`src/rtl/prt_pkg.sv`:
```
// Shared widths, codes and defaults of the pending resolution table.
package prt_pkg;

    localparam int MAC_BITS          = 48;
    localparam int HOP_BITS          = 8;
    localparam int HANDLE_FIELD_BITS = 16;
    localparam int SLOT_FIELD_BITS   = 4;
    localparam int STATUS_BITS       = 2;

    localparam int DEFAULT_TABLE_DEPTH = 16;
    localparam int DEFAULT_HANDLE_BITS = 16;

    localparam logic CMD_INSERT = 1'b0;
    localparam logic CMD_REMOVE = 1'b1;

    localparam logic [STATUS_BITS-1:0] ST_INSERTED = 2'd0;
    localparam logic [STATUS_BITS-1:0] ST_FULL     = 2'd1;
    localparam logic [STATUS_BITS-1:0] ST_FOUND    = 2'd2;
    localparam logic [STATUS_BITS-1:0] ST_MISSING  = 2'd3;

endpackage

```
`src/rtl/prt_if.sv`:
```
// Request and response channel interfaces of the pending resolution table.
interface prt_req_if;
    logic                          valid;
    logic                          ready;
    logic                          cmd;
    logic [prt_pkg::HANDLE_FIELD_BITS-1:0] packet_handle;
    logic [prt_pkg::MAC_BITS-1:0]  dst_mac;
    logic [prt_pkg::HOP_BITS-1:0]  route_hop;
    logic [prt_pkg::MAC_BITS-1:0]  lookup_mac;

    modport source (output valid, cmd, packet_handle, dst_mac, route_hop, lookup_mac,
                    input ready);
    modport sink   (input valid, cmd, packet_handle, dst_mac, route_hop, lookup_mac,
                    output ready);
endinterface

interface prt_rsp_if;
    logic                                  valid;
    logic                                  ready;
    logic [prt_pkg::STATUS_BITS-1:0]       status;
    logic [prt_pkg::HANDLE_FIELD_BITS-1:0] found_handle;
    logic [prt_pkg::HOP_BITS-1:0]          found_route_hop;
    logic [prt_pkg::SLOT_FIELD_BITS-1:0]   slot_index;

    modport source (output valid, status, found_handle, found_route_hop, slot_index,
                    input ready);
    modport sink   (input valid, status, found_handle, found_route_hop, slot_index,
                    output ready);
endinterface

```
`src/rtl/prt_store.sv`:
```
// Entry store: one write port, one read port with registered read data.
module prt_store #(
    parameter int DEPTH = prt_pkg::DEFAULT_TABLE_DEPTH,
    parameter int WIDTH = prt_pkg::DEFAULT_HANDLE_BITS + prt_pkg::MAC_BITS
                          + prt_pkg::HOP_BITS,
    localparam int AW   = (DEPTH > 1) ? $clog2(DEPTH) : 1
) (
    input  logic             clk,
    input  logic             wr_en,
    input  logic [AW-1:0]    wr_addr,
    input  logic [WIDTH-1:0] wr_data,
    input  logic             rd_en,
    input  logic [AW-1:0]    rd_addr,
    output logic [WIDTH-1:0] rd_data
);

    logic [WIDTH-1:0] mem [DEPTH];
    logic [WIDTH-1:0] rd_data_reg;

    always_ff @(posedge clk)
    begin
        if (wr_en)
        begin
            mem[wr_addr] <= wr_data;
        end
        if (rd_en)
        begin
            rd_data_reg <= mem[rd_addr];
        end
    end

    assign rd_data = rd_data_reg;

endmodule

```
`src/rtl/pending_resolution_table.sv`:
```
// Top level of the pending resolution table: scan control, occupied marks, result register.
//
// Table of packets parked while their next-hop MAC is being resolved.
// req channel: one beat is one command. Insert (cmd = 0) parks packet_handle,
// dst_mac and route_hop in the lowest free slot, or reports a full table and
// drops the beat. Remove (cmd = 1) frees the lowest occupied slot whose MAC
// equals lookup_mac and returns its handle and next hop, or reports not found.
// rsp channel: exactly one beat per request beat, in order.
// Timing: the table is walked one slot per cycle. An insert stops at the
// first free mark; a remove reads one entry of the store per cycle from
// its registered read port and compares each entry as it returns.
// The S_DONE state then moves the result into the output register. One
// command is worked at a time; req.ready is high only while no command is
// in flight, so a new beat is taken only after accept, scan and done.
// Stall: the output register holds a finished result while rsp.ready is low;
// a new command is still taken, and its result waits until the register frees.
// Reset clears all occupied marks at once (they are flip-flops); the entry
// store itself is not cleared, a free slot's contents are never used.
module pending_resolution_table #(
    parameter int TABLE_DEPTH = prt_pkg::DEFAULT_TABLE_DEPTH,
    parameter int HANDLE_BITS = prt_pkg::DEFAULT_HANDLE_BITS
) (
    input  logic clk,
    input  logic rst_n,
    prt_req_if.sink   req,
    prt_rsp_if.source rsp
);

    localparam int MACW    = prt_pkg::MAC_BITS;
    localparam int HOPW    = prt_pkg::HOP_BITS;
    localparam int HFW     = prt_pkg::HANDLE_FIELD_BITS;
    localparam int SFW     = prt_pkg::SLOT_FIELD_BITS;
    localparam int STW     = prt_pkg::STATUS_BITS;
    localparam int IDX_W   = (TABLE_DEPTH > 1) ? $clog2(TABLE_DEPTH) : 1;
    localparam int ENTRY_W = HANDLE_BITS + MACW + HOPW;
    localparam logic [IDX_W-1:0] LAST_IDX = IDX_W'(TABLE_DEPTH - 1);

    typedef enum logic [3:0] {
        S_IDLE = 4'b0001,
        S_INS  = 4'b0010,
        S_REM  = 4'b0100,
        S_DONE = 4'b1000
    } state_t;

    // control
    state_t                 state_reg, state_next;
    logic [IDX_W-1:0]       scan_reg, scan_next;
    logic                   issue_reg, issue_next;
    logic                   rd_valid_reg, rd_valid_next;
    logic [IDX_W-1:0]       rd_idx_reg, rd_idx_next;
    logic [TABLE_DEPTH-1:0] occ_reg, occ_next;
    logic                   out_valid_reg, out_valid_next;

    // payload
    logic [HANDLE_BITS-1:0] handle_reg, handle_next;
    logic [MACW-1:0]        mac_reg, mac_next;
    logic [HOPW-1:0]        hop_reg, hop_next;
    logic [STW-1:0]         res_status_reg, res_status_next;
    logic [HFW-1:0]         res_handle_reg, res_handle_next;
    logic [HOPW-1:0]        res_hop_reg, res_hop_next;
    logic [SFW-1:0]         res_slot_reg, res_slot_next;
    logic [STW-1:0]         out_status_reg, out_status_next;
    logic [HFW-1:0]         out_handle_reg, out_handle_next;
    logic [HOPW-1:0]        out_hop_reg, out_hop_next;
    logic [SFW-1:0]         out_slot_reg, out_slot_next;

    // store access
    logic               wr_en;
    logic               rd_en;
    logic [ENTRY_W-1:0] wr_data;
    logic [ENTRY_W-1:0] rd_data;

    logic [HANDLE_BITS+HFW-1:0] handle_in_wide;
    logic [HANDLE_BITS-1:0]     handle_in;
    logic [HANDLE_BITS-1:0]     rd_handle;
    logic [MACW-1:0]            rd_mac;
    logic [HOPW-1:0]            rd_hop;
    logic [HANDLE_BITS+HFW-1:0] rd_handle_wide;
    logic [IDX_W+SFW-1:0]       scan_wide;
    logic [IDX_W+SFW-1:0]       rd_idx_wide;
    logic                       accept;
    logic                       ins_free;
    logic                       rem_hit;

    // Stored handle keeps its low HANDLE_BITS; the result shows its low 16.
    assign handle_in_wide = {{HANDLE_BITS{1'b0}}, req.packet_handle};
    assign handle_in      = handle_in_wide[HANDLE_BITS-1:0];

    assign rd_handle      = rd_data[ENTRY_W-1 -: HANDLE_BITS];
    assign rd_mac         = rd_data[MACW+HOPW-1 -: MACW];
    assign rd_hop         = rd_data[HOPW-1:0];
    assign rd_handle_wide = {{HFW{1'b0}}, rd_handle};
    assign scan_wide      = {{SFW{1'b0}}, scan_reg};
    assign rd_idx_wide    = {{SFW{1'b0}}, rd_idx_reg};

    assign wr_data = {handle_reg, mac_reg, hop_reg};

    assign req.ready = (state_reg == S_IDLE);
    assign accept    = req.valid && req.ready;

    // Marks do not change while a remove scan is running, so no bypass is needed.
    assign ins_free = !occ_reg[scan_reg];
    assign rem_hit  = rd_valid_reg && occ_reg[rd_idx_reg] && (rd_mac == mac_reg);

    prt_store #(
        .DEPTH (TABLE_DEPTH),
        .WIDTH (ENTRY_W)
    ) u_store (
        .clk     (clk),
        .wr_en   (wr_en),
        .wr_addr (scan_reg),
        .wr_data (wr_data),
        .rd_en   (rd_en),
        .rd_addr (scan_reg),
        .rd_data (rd_data)
    );

    always_comb
    begin
        state_next      = state_reg;
        scan_next       = scan_reg;
        issue_next      = issue_reg;
        rd_valid_next   = 1'b0;
        rd_idx_next     = rd_idx_reg;
        occ_next        = occ_reg;
        out_valid_next  = out_valid_reg;
        handle_next     = handle_reg;
        mac_next        = mac_reg;
        hop_next        = hop_reg;
        res_status_next = res_status_reg;
        res_handle_next = res_handle_reg;
        res_hop_next    = res_hop_reg;
        res_slot_next   = res_slot_reg;
        out_status_next = out_status_reg;
        out_handle_next = out_handle_reg;
        out_hop_next    = out_hop_reg;
        out_slot_next   = out_slot_reg;
        wr_en           = 1'b0;
        rd_en           = 1'b0;

        // output beat taken
        if (rsp.ready)
        begin
            out_valid_next = 1'b0;
        end

        unique case (state_reg)
            S_IDLE:
            begin
                if (accept)
                begin
                    handle_next = handle_in;
                    hop_next    = req.route_hop;
                    scan_next   = '0;
                    issue_next  = 1'b1;
                    if (req.cmd == prt_pkg::CMD_INSERT)
                    begin
                        mac_next   = req.dst_mac;
                        state_next = S_INS;
                    end
                    else
                    begin
                        mac_next   = req.lookup_mac;
                        state_next = S_REM;
                    end
                end
            end
            S_INS:
            begin
                res_handle_next = '0;
                res_hop_next    = '0;
                if (ins_free)
                begin
                    wr_en              = 1'b1;
                    occ_next[scan_reg] = 1'b1;
                    res_status_next    = prt_pkg::ST_INSERTED;
                    res_slot_next      = scan_wide[SFW-1:0];
                    state_next         = S_DONE;
                end
                else if (scan_reg == LAST_IDX)
                begin
                    res_status_next = prt_pkg::ST_FULL;
                    res_slot_next   = '0;
                    state_next      = S_DONE;
                end
                else
                begin
                    scan_next = scan_reg + IDX_W'(1);
                end
            end
            S_REM:
            begin
                // read issue, one slot a cycle
                if (issue_reg)
                begin
                    rd_en         = 1'b1;
                    rd_valid_next = 1'b1;
                    rd_idx_next   = scan_reg;
                    if (scan_reg == LAST_IDX)
                    begin
                        issue_next = 1'b0;
                    end
                    else
                    begin
                        scan_next = scan_reg + IDX_W'(1);
                    end
                end
                // compare on the returned entry
                if (rem_hit)
                begin
                    occ_next[rd_idx_reg] = 1'b0;
                    res_status_next      = prt_pkg::ST_FOUND;
                    res_handle_next      = rd_handle_wide[HFW-1:0];
                    res_hop_next         = rd_hop;
                    res_slot_next        = rd_idx_wide[SFW-1:0];
                    rd_valid_next        = 1'b0;
                    state_next           = S_DONE;
                end
                else if (rd_valid_reg && (rd_idx_reg == LAST_IDX))
                begin
                    res_status_next = prt_pkg::ST_MISSING;
                    res_handle_next = '0;
                    res_hop_next    = '0;
                    res_slot_next   = '0;
                    rd_valid_next   = 1'b0;
                    state_next      = S_DONE;
                end
            end
            S_DONE:
            begin
                if (!out_valid_reg || rsp.ready)
                begin
                    out_valid_next  = 1'b1;
                    out_status_next = res_status_reg;
                    out_handle_next = res_handle_reg;
                    out_hop_next    = res_hop_reg;
                    out_slot_next   = res_slot_reg;
                    state_next      = S_IDLE;
                end
            end
            default:
            begin
                state_next = S_IDLE;
            end
        endcase
    end

    always_ff @(posedge clk or negedge rst_n)
    begin
        if (!rst_n)
        begin
            state_reg     <= S_IDLE;
            scan_reg      <= '0;
            issue_reg     <= 1'b0;
            rd_valid_reg  <= 1'b0;
            rd_idx_reg    <= '0;
            occ_reg       <= '0;
            out_valid_reg <= 1'b0;
        end
        else
        begin
            state_reg     <= state_next;
            scan_reg      <= scan_next;
            issue_reg     <= issue_next;
            rd_valid_reg  <= rd_valid_next;
            rd_idx_reg    <= rd_idx_next;
            occ_reg       <= occ_next;
            out_valid_reg <= out_valid_next;
        end
    end

    always_ff @(posedge clk)
    begin
        handle_reg     <= handle_next;
        mac_reg        <= mac_next;
        hop_reg        <= hop_next;
        res_status_reg <= res_status_next;
        res_handle_reg <= res_handle_next;
        res_hop_reg    <= res_hop_next;
        res_slot_reg   <= res_slot_next;
        out_status_reg <= out_status_next;
        out_handle_reg <= out_handle_next;
        out_hop_reg    <= out_hop_next;
        out_slot_reg   <= out_slot_next;
    end

    assign rsp.valid           = out_valid_reg;
    assign rsp.status          = out_status_reg;
    assign rsp.found_handle    = out_handle_reg;
    assign rsp.found_route_hop = out_hop_reg;
    assign rsp.slot_index      = out_slot_reg;

    // Marks change only on the cycle after an insert or remove scan step.
    a_occ_quiet: assert property (@(posedge clk) disable iff (!rst_n)
        (state_reg != S_INS && state_reg != S_REM) |=> $stable(occ_reg))
        else $error("occupied marks changed outside a scan");

    // A successful insert adds exactly one mark.
    a_ins_count: assert property (@(posedge clk) disable iff (!rst_n)
        (state_reg == S_INS && ins_free)
        |=> ($countones(occ_reg) == $past($countones(occ_reg)) + 1))
        else $error("insert did not set exactly one mark");

    // Store read data is only consumed by a remove scan.
    a_rd_in_rem: assert property (@(posedge clk) disable iff (!rst_n)
        rd_valid_reg |-> (state_reg == S_REM))
        else $error("read data pending outside remove scan");

    // Full and not-found results carry zero payload.
    a_zero_payload: assert property (@(posedge clk) disable iff (!rst_n)
        (out_valid_reg && (out_status_reg == prt_pkg::ST_FULL
                           || out_status_reg == prt_pkg::ST_MISSING))
        |-> (out_handle_reg == '0 && out_hop_reg == '0 && out_slot_reg == '0))
        else $error("nonzero payload on full or not-found result");

endmodule

```
`src/flat_wrapper.sv`:
```
// flat-port wrapper written by rule: the top's interface ports become plain ports
module pending_resolution_table_flat 
#(
    parameter int TABLE_DEPTH = prt_pkg::DEFAULT_TABLE_DEPTH,
    parameter int HANDLE_BITS = prt_pkg::DEFAULT_HANDLE_BITS
)
  (clk, rst_n, req_valid, req_cmd, req_packet_handle, req_dst_mac, req_route_hop, req_lookup_mac, req_ready, rsp_valid, rsp_status, rsp_found_handle, rsp_found_route_hop, rsp_slot_index, rsp_ready);
  prt_req_if req_i ();
  prt_rsp_if rsp_i ();
  input  logic clk;
  input  logic rst_n;
  input wire logic [$bits(req_i.valid)-1:0] req_valid;
  input wire logic [$bits(req_i.cmd)-1:0] req_cmd;
  input wire logic [$bits(req_i.packet_handle)-1:0] req_packet_handle;
  input wire logic [$bits(req_i.dst_mac)-1:0] req_dst_mac;
  input wire logic [$bits(req_i.route_hop)-1:0] req_route_hop;
  input wire logic [$bits(req_i.lookup_mac)-1:0] req_lookup_mac;
  output wire logic [$bits(req_i.ready)-1:0] req_ready;
  output wire logic [$bits(rsp_i.valid)-1:0] rsp_valid;
  output wire logic [$bits(rsp_i.status)-1:0] rsp_status;
  output wire logic [$bits(rsp_i.found_handle)-1:0] rsp_found_handle;
  output wire logic [$bits(rsp_i.found_route_hop)-1:0] rsp_found_route_hop;
  output wire logic [$bits(rsp_i.slot_index)-1:0] rsp_slot_index;
  input wire logic [$bits(rsp_i.ready)-1:0] rsp_ready;
  assign req_i.valid = req_valid;
  assign req_i.cmd = req_cmd;
  assign req_i.packet_handle = req_packet_handle;
  assign req_i.dst_mac = req_dst_mac;
  assign req_i.route_hop = req_route_hop;
  assign req_i.lookup_mac = req_lookup_mac;
  assign req_ready = req_i.ready;
  assign rsp_valid = rsp_i.valid;
  assign rsp_status = rsp_i.status;
  assign rsp_found_handle = rsp_i.found_handle;
  assign rsp_found_route_hop = rsp_i.found_route_hop;
  assign rsp_slot_index = rsp_i.slot_index;
  assign rsp_i.ready = rsp_ready;
  pending_resolution_table #(.TABLE_DEPTH(TABLE_DEPTH), .HANDLE_BITS(HANDLE_BITS)) u_core (.clk(clk), .rst_n(rst_n), .req(req_i), .rsp(rsp_i));
endmodule
```
`config.mk`:
```
export PLATFORM = sky130hd
export DESIGN_NAME = pending_resolution_table_flat
export DESIGN_NICKNAME = d
export VERILOG_FILES = /design/src/rtl/prt_pkg.sv /design/src/rtl/prt_if.sv /design/src/rtl/prt_store.sv /design/src/rtl/pending_resolution_table.sv /design/src/flat_wrapper.sv
export SDC_FILE = /design/constraint.sdc
export NUM_CORES = 1
export LEC_CHECK = 0
export BUFFER_PORTS_ARGS = -buffer_cell sky130_fd_sc_hd__buf_2
export CAP_MARGIN = 20
export CORE_MARGIN = 2
export CORE_UTILIZATION = 25
export DETAILED_ROUTE_END_ITERATION = 7
export GPL_ROUTABILITY_DRIVEN = 0
export SKIP_CTS_REPAIR_TIMING = 1
export SYNTH_ARGS = -nofsm -noshare
export SYNTH_HDL_FRONTEND = slang
export SYNTH_SLANG_ARGS = --single-unit
```
`constraint.sdc`:
```
create_clock -name clk -period 4.8 [get_ports clk]
set_input_delay 0.24 -clock clk [delete_from_list [all_inputs] [get_ports clk]]
set_output_delay 0.24 -clock clk [all_outputs]
set_load 0.02 [all_outputs]
```
* Word level (Yosys, flattened, before mapping)
Memory sizes are Yosys's and may differ from the RTL's. A register that Yosys moved wholly into a read port is not among the register bits. Cells that the tools add are included.
Word-level totals: flip-flop bits (word level) 163, bits in writable memories 1152, bits of input ports 125, output and inout bits 32, logic and storage cells 119, memories 1
Memories:
- u_core.u_store.mem | words 16, bits a word 72, read ports 1, clocked after Yosys merged registers in 1, wr ports 1, line prt_store.sv:17 | logic [WIDTH-1:0] mem [DEPTH];
Cells by class: add/sub/neg operators 1, $lt $le $gt $ge 4, eq/ne operators 15, multiplexer cells 57, bitwise gates (word level) 3, reductions and logical operators 20
Operators with widths (count):
- $mux 16 | 4
- $pmux 16 s2 | 2
- $mux 4 | 14
- $eq 48x48->1 | 1
- $mux 48 | 1
- $mux 1 | 19
- $and 16x16->16 | 1
- $mux 8 | 2
- $not 16->16 | 1
- $or 16x16->16 | 1
- $pmux 4 s4 | 1
- $pmux 8 s2 | 1
- $eq 4x4->1 const B | 3
- $pmux 4 s3 | 1
- $lt 4x5->1 const B | 2
- $reduce_and 2->1 | 5
- $bmux 1 s4 | 2
- $demux 1 s4 | 2
- $ge 4x1->1 const B | 2
- $mux 2 | 4
- $ne 2x1->1 const B | 4
- $pmux 4 s2 | 1
- $reduce_and 4->1 | 2
- $logic_and 1x1->1 | 6
- other kinds (15) | 18

* Longest topological paths before layout
Gate-level depths: netlist of the first run.
depth in word-level cells 8, mapped depth 10, gate-level depth less buffers 8

* Cells and area by module
A second synthesis of the first run with hierarchy kept.
Unflattened totals: cells, all modules 2367, area, all modules 52609.2 sq um
Modules (own cells, without submodules):
- prt_store | instances 1, cells each 1850, area each 45272.2 sq um, sequential area each 36755.3 sq um
- pending_resolution_table | instances 1, cells each 517, area each 7337.0 sq um, sequential area each 4740.8 sq um

* Worst setup path before layout of the first run
No wires, ideal clock.
kind reg2reg, from register u_core.scan_reg[3], to memory u_core.u_store.mem[15][0] (netlist bit), enable pin, setup time 0.505 ns, data arrival time 4.354 ns, data required time 4.295 ns, slack -0.058 ns, cell stages (with the launch flop) 8, path buffers 2, clock period less this slack 4.858 ns, path through dfrtp_1 buf_2 buf_2 mux2i_1 nand3_1 nand4_1 o211ai_1 nor2_1
On the way: cells in the longest elaborated chain, start to end 6
RTL lines:
- start: declaration | line pending_resolution_table.sv:47 | logic [IDX_W-1:0] scan_reg, scan_next;
- start signal: assignment | line pending_resolution_table.sv:263 | scan_reg <= scan_next;
- $bmux 1 s4 | line pending_resolution_table.sv:102 | assign ins_free = !occ_reg[scan_reg];
- $mux 1 (not written as such) | line pending_resolution_table.sv:102
- $mux 1 | line pending_resolution_table.sv:172 | if (ins_free)
- $mux 1 | line pending_resolution_table.sv:147 | unique case (state_reg)
- $mux 1 | line prt_store.sv:22 | if (wr_en)
- $mux 1 (not written as such) | line prt_store.sv:24 | mem[wr_addr] <= wr_data;
- end: declaration | line prt_store.sv:17
Parallel ways exist; a longest one is shown, timed or not. The select of a mux whose other input is x is not followed.

* Final worst setup path of the first run
from register u_core.mac_reg[36], to register u_core.res_handle_reg[13], enable pin
On the way: cells in the longest elaborated chain, start to end 4
RTL lines:
- start: declaration | line pending_resolution_table.sv:56 | logic [MACW-1:0] mac_reg, mac_next;
- start signal: assignment | line pending_resolution_table.sv:275 | mac_reg <= mac_next;
- $eq 48x48->1 | line pending_resolution_table.sv:103 | assign rem_hit = rd_valid_reg && occ_reg[rd_idx_reg] && (rd_mac == mac_reg);
- $logic_and 1x1->1 | line pending_resolution_table.sv:103
- $ne 3x1->1 (no source line)
- $reduce_and 2->1 (no source line)
- end signal: assignment | line pending_resolution_table.sv:278 | res_handle_reg <= res_handle_next;
- end: declaration | line pending_resolution_table.sv:59 | logic [HFW-1:0] res_handle_reg, res_handle_next;
No other way between the ends. A chain may end at the register's enable or synchronous reset.

==> results by group, run 1 <==
Clock network
  • Reg clk slew, reported paths: 0.06 ns
  • Clk root buf: clkbuf_16
  • Clock tree from TritonCTS: yes
  • Max Root-Sink Buffers: 3
  • Num Clock Sinks: 1387
  • CTS Buf Count: 132
  • H-Tree Depth: 4
  • Skew-Pair Late Insertion Delay: 0.76 ns

GRT
  • Met1 track demand over resource: 0.1477
  • GRT Overall Usage: 0.1117
  • Global-route wire length before repair: 175.7 mm
  • GRT busiest layer: met2
  • Largest net degree at the start of global routing: 131
  • Grt met3 use: 0.01881
  • Total grt overflow: 0
  • Initial antenna violation count: 11
  • Vias in the first global route: 24.25k
  • Met2 Resource Use GR: 0.1882

STA
  • Clock Skew: 0.02330 ns
  • Pins Over Slew Limit: 0
  • Setup TNS: 0 ns
  • Worst Tran Pin Value: 1.026 ns
  • FMAX: 0.2724 GHz
  • RSZ-0062 raised after global routing: no
  • Final min period: 3.672 ns
  • Final Setup Violations: 0
  • Slew HR: 0.3161
  • Final hold violation count: 0
  • Tcrit/Tclk final: 0.7649

Worst setup path
  • Critical path depth in cells: 8
  • CP Launch Type: flop
  • Reg2reg end: u_core.res_handle_reg[13]$_SDFFCE_PN0P_
  • CP Data Required Time: 5.25 ns
  • Worst path bufs/invs: 2
  • CP Capture Type: flop
  • Worst-path cell chain: xnor2_1 -> nand4_1 -> nor4_1 -> nand4_2 -> buf_4 -> o21ai_1 -> and2_1 -> buf_12
  • Slowest CP cell: edfxtp_1
  • CP Class: flop to flop
  • Worst reg2reg setup slack: 1.13 ns
  • CP Max Fanout: 19
  • Data arrival, critical path: 4.12 ns
  • RR Startpoint: u_core.mac_reg[36]$_DFFE_PP_
  • CP top delay family: simple AND/OR/NAND/NOR gates
  • Reg2Reg Depth: 8
  • Worst path max stage delay: 0.62 ns

Hold path
  • Min-delay src: req_cmd
  • Depth of the worst hold-timing path: 2
  • Hold EP: u_core.state_reg[1]$_DFFE_PN0P_
  • Hold Path Class: input port to flop

Yosys
  • #FFs+latches synth: 1387
  • Mean post-synth cell area: 24.25 um^2
  • Post-synth EDFFs: 1356
  • Sequential share of the synthesized area: 0.7902
  • Dominant synthesized flop cell: edfxtp_1
  • Mapped Area: 52510 um^2
  • Synth area leader: edfxtp_1
  • Cell variety after synth: 58
  • Syn nets: 2294
  • Top post-synthesis cells by area: edfxtp_1 78%, mux4_2 16%, dfrtp_1 1.4%, mux2_2 1.0%, xnor2_1 0.75%
  • Synth Warn #: 0
  • Top-area cell type share of the netlist area: 0.7754
  • Post-synthesis cell count: 2165
  • Synth async-reset ratio: 0.02235

Detailed routing
  • Initial DRC count: 2073
  • Avg WL per Cell: 22.43 um
  • Mean number of vias per cell: 4.353
  • # DRC: 0
  • Post-route ant nets: 0
  • 1st-pass router iterations: 7
  • Final WL: 122.2 mm
  • Via count: 23.72k

Pwr
  • Comb pwr share: 0.129
  • PD cells: 465.0 nW/um^2
  • Psw: 7.004 mW
  • P_leak: 18.91 nW
  • Clock Power Share: 0.351
  • Switching part of the total: 0.2404
  • P_int: 22.14 mW
  • Sequential Power Share: 0.520
  • Peak supply drop: 412.5 uV

Floorplan
  • Top-Level Pins: 157
  • Area of the core: 209200 um^2
  • Row count: 168
  • Die Area: 213700 um^2
  • Die Y-Extent: 462.3 um
  • Die span in x: 462.3 um
  • Initial Util: 0.2511

Layout
  • Most common cell after layout, fill and taps aside: edfxtp_1
  • Layout overhead on the synthesized area: 19.34%
  • Max FFs per register: 1152
  • Most frequent cells in the layout: 1356 x edfxtp_1, 363 x mux4_2, 155 x buf_2
  • Nets: 2665
  • Filler instances: 20.02k
  • Share of cells above drive strength 1: 0.3221
  • Post-route insts no fill: 5450

Place
  • Cells after DPL: 5084
  • Hpwl dp: 65.68 mm
  • Port bufs: 156

Run
  • Max-cap check violation count: 0

Status
  • Outcome: completed
==> cells by family (layout without fill, tap and decap cells) <==
kind of cell	count (synthesis)	after routing	share of synthesized area
AOI/OAI and AO/OA	49	49	0.006886
xor gates and xnor gates	49	49	0.008173
adders and majority gates	4	4	0.0009531
buffers and inverters	120	597	0.009912
DFF	1387	1387	0.7902
muxes	422	422	0.1684
other	0	3	0
and+or+nand+nor	134	134	0.01544
==> synth_stat cells (5+ instances only) <==
| cell | instances |
|---|---|
| a21oi_1 | 11 |
| a31oi_1 | 9 |
| and2_1 | 27 |
| and3_1 | 10 |
| buf_1 | 6 |
| buf_2 | 44 |
| clkbuf_1 | 49 |
| dfrtp_1 | 30 |
| edfxtp_1 | 1356 |
| inv_1 | 14 |
| mux2_2 | 48 |
| mux2i_1 | 9 |
| mux4_2 | 363 |
| nand2_1 | 24 |
| nand3_1 | 12 |
| nand4_1 | 13 |
| nor2_1 | 17 |
| nor2b_1 | 5 |
| xnor2_1 | 45 |
==> worst max-delay path by stage <==
stage | start | endpoint
after floorplan | u_core.scan_reg[3]$_DFFE_PN0P_ | u_core.u_store.mem[15][0]$_DFFE_PP_
after global placement | u_core.mac_reg[30]$_DFFE_PP_ | u_core.res_hop_reg[2]$_SDFFCE_PN0P_
after detailed placement | u_core.mac_reg[30]$_DFFE_PP_ | u_core.res_hop_reg[2]$_SDFFCE_PN0P_
after CTS | u_core.mac_reg[30]$_DFFE_PP_ | u_core.res_handle_reg[15]$_SDFFCE_PN0P_
after global routing | u_core.mac_reg[30]$_DFFE_PP_ | u_core.res_handle_reg[15]$_SDFFCE_PN0P_
final | u_core.mac_reg[36]$_DFFE_PP_ | u_core.res_handle_reg[13]$_SDFFCE_PN0P_
==> power by group through the flow <==
stage	sequential (mW)	combinational, mW	clock, mW
floorplan	15.0	2.90	0
global placement	15.4	3.77	0
detailed placement	15.4	3.78	0
CTS	15.2	3.79	10.5
global route	15.3	4.05	10.9
finish	15.1	3.76	10.2
==> final cells by class <==
cell class,instances,area [um^2],area share
Sequential cell,1387,41510,0.6624
Multi-Input combinational cell,658,10540,0.1682
Clock buffer,164,3530,0.05632
Tap cell,2805,3510,0.05600
Timing Repair Buffer,338,2783,0.04440
Clock inverter,76,689.4,0.01100
Inverter,19,98.84,0.001577
Antenna cell,3,7.507,0.0001198
==> metrics by stage <==
step	util	power, mW	setup slack (ns)	instance area, um^2	hold slack (ns)
after detailed placement	0.2735	19.20	1.070	57210	0.3618
after global placement	0.2735	19.14	1.133	57210	0.3487
after CTS	0.2937	29.43	1.063	61430	-0.4585
after global routing	0.2996	30.22	0.9525	62660	0.1626
after floorplan	-	17.94	1.161	52510	-0.05559
final	0.2996	29.14	1.128	62670	0.1729
==> per-layer routing <==
layer  up-vias  share of wire
li1       9974              -
met5         -        0.00011
met2       676           0.50
met4         2          0.021
met3       150          0.049
met1     12920           0.43
No activity file was read; power rests on OpenSTA's default activity.
==> run 2, diff against run 1 <==
==> constraint.sdc (replaced) <==
create_clock -name clk -period 3.6 [get_ports clk]
set_input_delay 0.18 -clock clk [delete_from_list [all_inputs] [get_ports clk]]
set_output_delay 0.18 -clock clk [all_outputs]
set_load 0.02 [all_outputs]
==> run 2 against run 1 <==
  * Fmax up 12%
  * Clock-buffer cell count is 29 lower
  * Clock power grew 31%
  * Critical path depth down 1
  * Die area unchanged
  * Non-clock buffer count is 32 higher
  * Sequential power rose by 32%
  * First-iteration DRC count fell by 8.7%
  * Via count down 0.56%
  * Clock skew up 0.039 ns
  * Sequential share of layout area fell by 0.46 points
==> results by group, run 2 (same netlist as run 1, synthesis figures left out) <==
Status
  • Outcome: completed

STA
  • Pins Over Slew Limit: 0 (unchanged)
  • Clock Skew: 0.06181 ns (+0.03851 ns)
  • RSZ-0062 raised after global routing: no
  • Final Setup Violations: 0 (unchanged)
  • Setup TNS: 0 ns (unchanged)
  • Slew HR: 0.3549 (+0.03881)
  • Final hold violation count: 0 (unchanged)
  • Final min period: 3.289 ns (-0.3824 ns)
  • FMAX: 0.3040 GHz (+12%)
  • Tcrit/Tclk final: 0.9137 (+0.1488)
  • Min Hold Slack: 0.1344 ns (-0.03848 ns)
  • Worst Tran Pin Value: 0.9677 ns (-0.05821 ns)

Floorplan
  • Die Y-Extent: 462.3 um (unchanged)
  • Area of the core: 209200 um^2 (unchanged)
  • Row count: 168 (unchanged)
  • Initial Util: 0.2511 (unchanged)
  • Top-Level Pins: 157 (unchanged)
  • Die span in x: 462.3 um (unchanged)
  • Die Area: 213700 um^2 (unchanged)

Pwr
  • P_int: 29.34 mW (+33%)
  • Psw: 9.343 mW (+33%)
  • Sequential Power Share: 0.517 (-0.003)
  • Peak supply drop: 569.4 uV (+38%)
  • Switching part of the total: 0.2415 (+0.001178)
  • Clock Power Share: 0.346 (-0.005)
  • Comb pwr share: 0.137 (+0.008)
  • Total power: 38.68 mW (+33%)
  • PD cells: 612.9 nW/um^2 (+32%)
  • P_leak: 19.07 nW (+0.86%)

Layout
  • Post-route insts no fill: 5470 (+0.37%)
  • Layout Utilization: 0.3018 (+0.002118)
  • Layout overhead on the synthesized area: 20.19%
  • Filler instances: 19.95k (-0.35%)
  • Most common cell after layout, fill and taps aside: edfxtp_1
  • Max FFs per register: 1152 (unchanged)
  • Most frequent cells in the layout: 1356 x edfxtp_1, 363 x mux4_2, 155 x buf_2
  • Share of cells above drive strength 1: 0.3278 (+0.005721)
  • Nets: 2685 (+0.75%)

Worst setup path
  • CP Max Fanout: 21 (+2)
  • CP Data Required Time: 4.00 ns (-1.25 ns)
  • CP Capture Type: flop
  • CP Class: flop to flop
  • Data arrival, critical path: 3.69 ns (-0.43 ns)
  • CP Launch Type: flop

GRT
  • Global-route wire length before repair: 175.2 mm (-0.30%)
  • Vias in the first global route: 23.88k (-1.5%)
  • Largest net degree at the start of global routing: 113 (-14%)
  • Initial antenna violation count: 19 (+8)
  • GRT Overall Usage: 0.1122 (+0.0005573)
  • Total grt overflow: 0 (unchanged)

Detailed routing
  • WL met2: 62.47 mm (+1.4%)
  • Avg WL per Cell: 22.51 um (+0.37%)
  • # DRC: 0 (unchanged)
  • Initial DRC count: 1892 (-8.7%)
  • Met3 wire length: 6.262 mm (+5.1%)
  • Via count: 23.59k (-0.56%)
  • Mean number of vias per cell: 4.313 (-0.92%)
  • Post-route ant nets: 0 (unchanged)
  • Final WL: 123.1 mm (+0.74%)
  • 1st-pass router iterations: 5 (-2)
  • Top Layer Used: met5
  • Met1 WL: 51.42 mm (-1.3%)

Clock network
  • H-Tree Depth: 3 (-1)
  • CTS Buf Count: 120 (-9.1%)
  • Max Root-Sink Buffers: 3 (unchanged)
  • Num Clock Sinks: 1387 (unchanged)
  • Skew-Pair Late Insertion Delay: 0.76 ns (about the same)
  • Clk root buf: clkbuf_16
  • Clock tree from TritonCTS: yes
  • Reg clk slew, reported paths: 0.07 ns (about the same)

Hold path
  • Hold Path Class: input port to flop

Place
  • Port bufs: 156 (unchanged)
  • Hpwl dp: 67.81 mm (+3.2%)
  • Cells after DPL: 5116 (+0.63%)

Run
  • Max-cap check violation count: 0 (unchanged)
[run 2: cell types whose count changed in the layout (fill, tap and decap cells not counted), sizes merged]
cell / delta
buf: +32
clkbuf: -29
bufinv: +8
clkinvlp: -1
inv: -2
diode: -1
clkinv: +13
[run 2: per-stage QoR]
step	worst slack [ns]	instance area, um^2
after global placement	0.3627	57760
final	0.3107	63110
after CTS	0.2459	61880
after floorplan	0.03786	52520
after detailed placement	0.3008	57760
after global routing	0.07108	63110
[run 2: power groups by stage]
stage	sequential, mW	clock [mW]	combinational, mW
after detailed placement	20.3	0	5.34
after floorplan	20.1	0	3.87
after global routing	20.1	14.3	5.73
after global placement	20.3	0	5.32
final	20.0	13.4	5.31
after CTS	20.0	13.7	5.35
[run 2: final timing paths]
kind,start,end,slack (ns),cells past startpoint
hold reg to reg,u_core.res_handle_reg[5]$_SDFFCE_PN0P_,u_core.rsp.found_handle[5]$_DFFE_PP_,0.39,0
hold / removal,req_cmd,u_core.state_reg[1]$_DFFE_PN0P_,0.13,2
max in group asynchronous,rst_n,u_core.scan_reg[1]$_DFFE_PN0P_,2.85,2
min in group asynchronous,rst_n,u_core.scan_reg[3]$_DFFE_PN0P_,0.18,2
setup / recovery,u_core.mac_reg[17]$_DFFE_PP_,u_core.res_handle_reg[5]$_SDFFCE_PN0P_,0.31,7
setup reg to reg,u_core.mac_reg[17]$_DFFE_PP_,u_core.res_handle_reg[5]$_SDFFCE_PN0P_,0.31,7
[run 2: final cells by class]
class                      count  area [um^2]  area share
timing repair buffer         370         3336     0.05285
clock buffer                 135         3059     0.04847
multi-input combinational    658        10540      0.1670
antenna                        2        5.005  0.00007930
tap                         2805         3510     0.05561
clock inverter                94         1052     0.01667
sequential                  1387        41510      0.6577
inverter                      19        98.84    0.001566
[run 2: worst max-delay path, cell delays in order (launching register included)]
cell,delay [ns]
edfxtp_1,0.61
xnor2_1,0.26
nand4_1,0.26
nor4_1,0.63
nand4_2,0.35
o21ai_1,0.30
and2_1,0.29
buf_12,0.22
[run 2: routing by layer]
metal,global-route usage,up-vias
met4,0.03706,4
met1,0.1455,12730
li1,-,10040
met2,0.1915,663
met3,0.01761,156
met5,0,-
==> run 3, diff against run 2 <==
--- a/config.mk
+++ b/config.mk
@@ -5,6 +5,7 @@
 export SDC_FILE = /design/constraint.sdc
 export NUM_CORES = 1
 export LEC_CHECK = 0
+export ABC_AREA = 1
 export BUFFER_PORTS_ARGS = -buffer_cell sky130_fd_sc_hd__buf_2
 export CAP_MARGIN = 20
 export CORE_MARGIN = 2
==> run 3 against run 2 <==
  * Combinational power up 45%
  * Wire length is 24% higher
  * First-iteration DRC count up 100%
  * Critical path depth grew 5
  * Synthesized cell count rose by 97%
  * Sequential share of layout area shrank 2.3 points
  * Hold slack worse by 0.056 ns
  * Critical path type unchanged
  * Largest cell class unchanged
  * Largest power group unchanged
==> results by group, run 3 <==
Status
  • Outcome: completed

Layout
  • Most frequent cells in the layout: 1356 x edfxtp_1, 709 x nor2_1, 623 x o21ai_0
  • Layout Utilization: 0.3010 (-0.0007910)
  • Fin area: 65420 um^2 (+3.7%)
  • Nets: 4667 (+74%)
  • Max FFs per register: 1152 (unchanged)
  • Layout overhead on the synthesized area: 19.57%
  • Most common cell after layout, fill and taps aside: edfxtp_1
  • Filler instances: 21.66k (+8.6%)
  • Share of cells above drive strength 1: 0.1191 (-0.2088)
  • Post-route insts no fill: 7500 (+37%)

STA
  • Tcrit/Tclk final: 0.8464 (-0.06727)
  • Pins Over Slew Limit: 0 (unchanged)
  • Clock Skew: 0.03549 ns (-0.02632 ns)
  • Final hold violation count: 0 (unchanged)
  • Worst Tran Pin Value: 1.145 ns (+0.1772 ns)
  • Min Hold Slack: 0.07829 ns (-0.05612 ns)
  • RSZ-0062 raised after global routing: no
  • Slew HR: 0.2367 (-0.1181)
  • Final Setup Violations: 0 (unchanged)
  • FMAX: 0.3282 GHz (+7.9%)
  • Setup ws final: 0.5528 ns (+0.2422 ns)
  • Final min period: 3.047 ns (-0.2422 ns)

Pwr
  • Comb pwr share: 0.180 (+0.043)
  • P_leak: 22.10 nW (+16%)
  • Clock Power Share: 0.343 (-0.003)
  • PD cells: 651.1 nW/um^2 (+6.2%)
  • Switching part of the total: 0.2947 (+0.05313)
  • Peak supply drop: 620.6 uV (+9.0%)
  • Psw: 12.55 mW (+34%)
  • P_int: 30.05 mW (+2.4%)
  • Sequential Power Share: 0.477 (-0.040)

Place
  • Port bufs: 156 (unchanged)
  • Dpl cell area: 59600 um^2 (+3.2%)
  • Worst slack, placed: 0.5614 ns (+0.2606 ns)
  • Cells after DPL: 7127 (+39%)
  • Hpwl dp: 79.73 mm (+18%)

Clock network
  • Max Root-Sink Buffers: 3 (unchanged)
  • Num Clock Sinks: 1387 (unchanged)
  • Clock tree from TritonCTS: yes
  • CTS Buf Count: 139 (+16%)
  • Clk root buf: clkbuf_16
  • Reg clk slew, reported paths: 0.06 ns (about the same)
  • Skew-Pair Late Insertion Delay: 0.77 ns (about the same)
  • H-Tree Depth: 4 (+1)

GRT
  • GRT Overall Usage: 0.1318 (+0.01951)
  • Largest net degree at the start of global routing: 194 (+72%)
  • Initial antenna violation count: 6 (-13)
  • Total grt overflow: 0 (unchanged)
  • Vias in the first global route: 33.58k (+41%)
  • Global-route wire length before repair: 222.7 mm (+27%)

Worst setup path
  • Worst-path cell chain: inv_8 -> nand2_1 -> nand3_1 -> o21ai_1 -> nand2_1 -> nand2_1 -> nand2_2 -> nand2_4 -> inv_4 -> nand2_8 -> nor3_4 -> buf_12
  • CP Capture Type: flop
  • Worst path max stage delay: 0.80 ns (+0.17 ns)
  • Data arrival, critical path: 3.48 ns (-0.21 ns)
  • CP Class: flop to flop
  • CP Launch Type: flop
  • CP Data Required Time: 4.04 ns (+0.04 ns)
  • CP Max Fanout: 33 (+57%)
  • Slowest CP cell: nor3_4
  • Critical path's most frequent cell: nand2_1
  • Worst reg2reg setup slack: 0.55 ns (+0.24 ns)

Yosys
  • Most frequent cell after synthesis: edfxtp_1
  • Top-area cell type share of the netlist area: 0.7442 (-0.03124)
  • Sequential share of the synthesized area: 0.7584 (-0.03184)
  • Cell variety after synth: 34 (-41%)
  • Post-synth EDFFs: 1356 (unchanged)
  • Synth async-reset ratio: 0.02235 (unchanged)
  • Dominant synthesized flop cell: edfxtp_1
  • Mapped Area: 54720 um^2 (+4.2%)
  • Top post-synthesis cells by area: edfxtp_1 74%, o21ai_0 5.7%, nor2_1 4.9%, nand2_1 4.2%, o22ai_1 3.3%
  • Synth top cells by count: 1356 x edfxtp_1, 714 x nor2_1, 623 x o21ai_0
  • Synth Warn #: 0 (unchanged)
  • Post-synthesis cell count: 4268 (+97%)
  • #FFs+latches synth: 1387 (unchanged)
  • Syn nets: 4397 (+92%)
  • Mean post-synth cell area: 12.82 um^2 (-47%)
  • Synth area leader: edfxtp_1

Hold path
  • Hold Path Class: input port to asynchronous set/reset pin

Detailed routing
  • Mean number of vias per cell: 4.683 (+8.6%)
  • Via count: 35.12k (+49%)
  • Avg WL per Cell: 20.31 um (-9.8%)
  • 1st-pass router iterations: 5 (unchanged)
  • # DRC: 0 (unchanged)
  • Initial DRC count: 3832 (+100%)
  • Final WL: 152.3 mm (+24%)
  • Post-route ant nets: 0 (unchanged)

Floorplan
  • Area of the core: 217400 um^2 (+3.9%)
  • Top-Level Pins: 157 (unchanged)
  • Die Y-Extent: 471.8 um (+2.1%)
  • Die Area: 222600 um^2 (+4.2%)
  • Initial Util: 0.2517 (+0.0006387)
  • Row count: 171 (+1.8%)
  • Die span in x: 471.8 um (+2.1%)

Run
  • Max-cap check violation count: 0 (unchanged)
[run 3: cell count changes after synthesis, moves of 139 or more]
| cell | delta |
|---|---|
| o21ai_0 | +620 |
| nor2_1 | +697 |
| mux4_2 | -363 |
| inv_1 | +139 |
| nand2_1 | +582 |
| o22ai_1 | +289 |
[run 3: layout make-up]
class / instances / area [um^2] / area share
diodes: 1 / 2.502 / 0.00003825
clock buffers: 170 / 3732 / 0.05705
clock inverters: 78 / 833.3 / 0.01274
inverters: 162 / 624.3 / 0.009543
multi-input cells: 2475 / 11870 / 0.1814
flip-flops and latches: 1387 / 41500 / 0.6344
well taps: 2854 / 3571 / 0.05458
repair buffers: 373 / 3291 / 0.05030
[run 3: routing by layer]
metal	global-route usage	routed length, um
met1	0.1702	63680
met2	0.2228	74590
met3	0.02223	9943
met4	0.04530	4097
met5	0	0
[run 3: power groups by stage]
stage | combinational, mW | clock, mW | sequential (mW)
floorplan | 5.14 | 0 | 20.3
global placement | 7.45 | 0 | 20.6
detailed placement | 7.56 | 0 | 20.6
CTS | 7.58 | 14.9 | 20.3
global route | 8.52 | 15.5 | 20.4
finish | 7.68 | 14.6 | 20.3
[run 3: kinds of logic after synthesis]
group / synth area share
simple gates: 0.1076
flops: 0.7584
compound gates: 0.09279
buf+inv: 0.02929
mux: 0.009879
xor+xnor: 0.001121
fa+ha+maj: 0.0009147
[run 3: metrics by stage]
step | TNS, ns | power (mW)
4_1_cts | 0 | 42.76
3_5_place_dp | 0 | 28.20
2_1_floorplan | -13.87 | 25.45
6_report | 0 | 42.60
5_1_grt | 0 | 44.42
3_3_place_gp | 0 | 28.05
[run 3: path summary, 6_finish.rpt]
path | end | depth (start not counted) | startpoint
worst max-delay path | u_core.u_store.mem[10][48]$_DFFE_PP_ | 12 | u_core.scan_reg[0]$_DFFE_PN0P_
worst min-delay path | u_core.rsp.valid$_DFF_PN0_ | 2 | rst_n
worst max register to register | u_core.u_store.mem[10][48]$_DFFE_PP_ | 12 | u_core.scan_reg[0]$_DFFE_PN0P_
worst min register to register | u_core.rsp.found_handle[12]$_DFFE_PP_ | 0 | u_core.res_handle_reg[12]$_SDFFCE_PN0P_
max in group asynchronous | u_core.scan_reg[0]$_DFFE_PN0P_ | 2 | rst_n
min in group clk | u_core.handle_reg[10]$_DFFE_PP_ | 2 | req_packet_handle[10]
[run 3: critical path: cells and delay by family, from the launching register on]
family | cells | cell delay (ns)
buffers and inverters | 3 | 0.60
AOI/OAI and AO/OA | 1 | 0.07
and+or+nand+nor | 8 | 1.42
DFF | 1 | 0.59
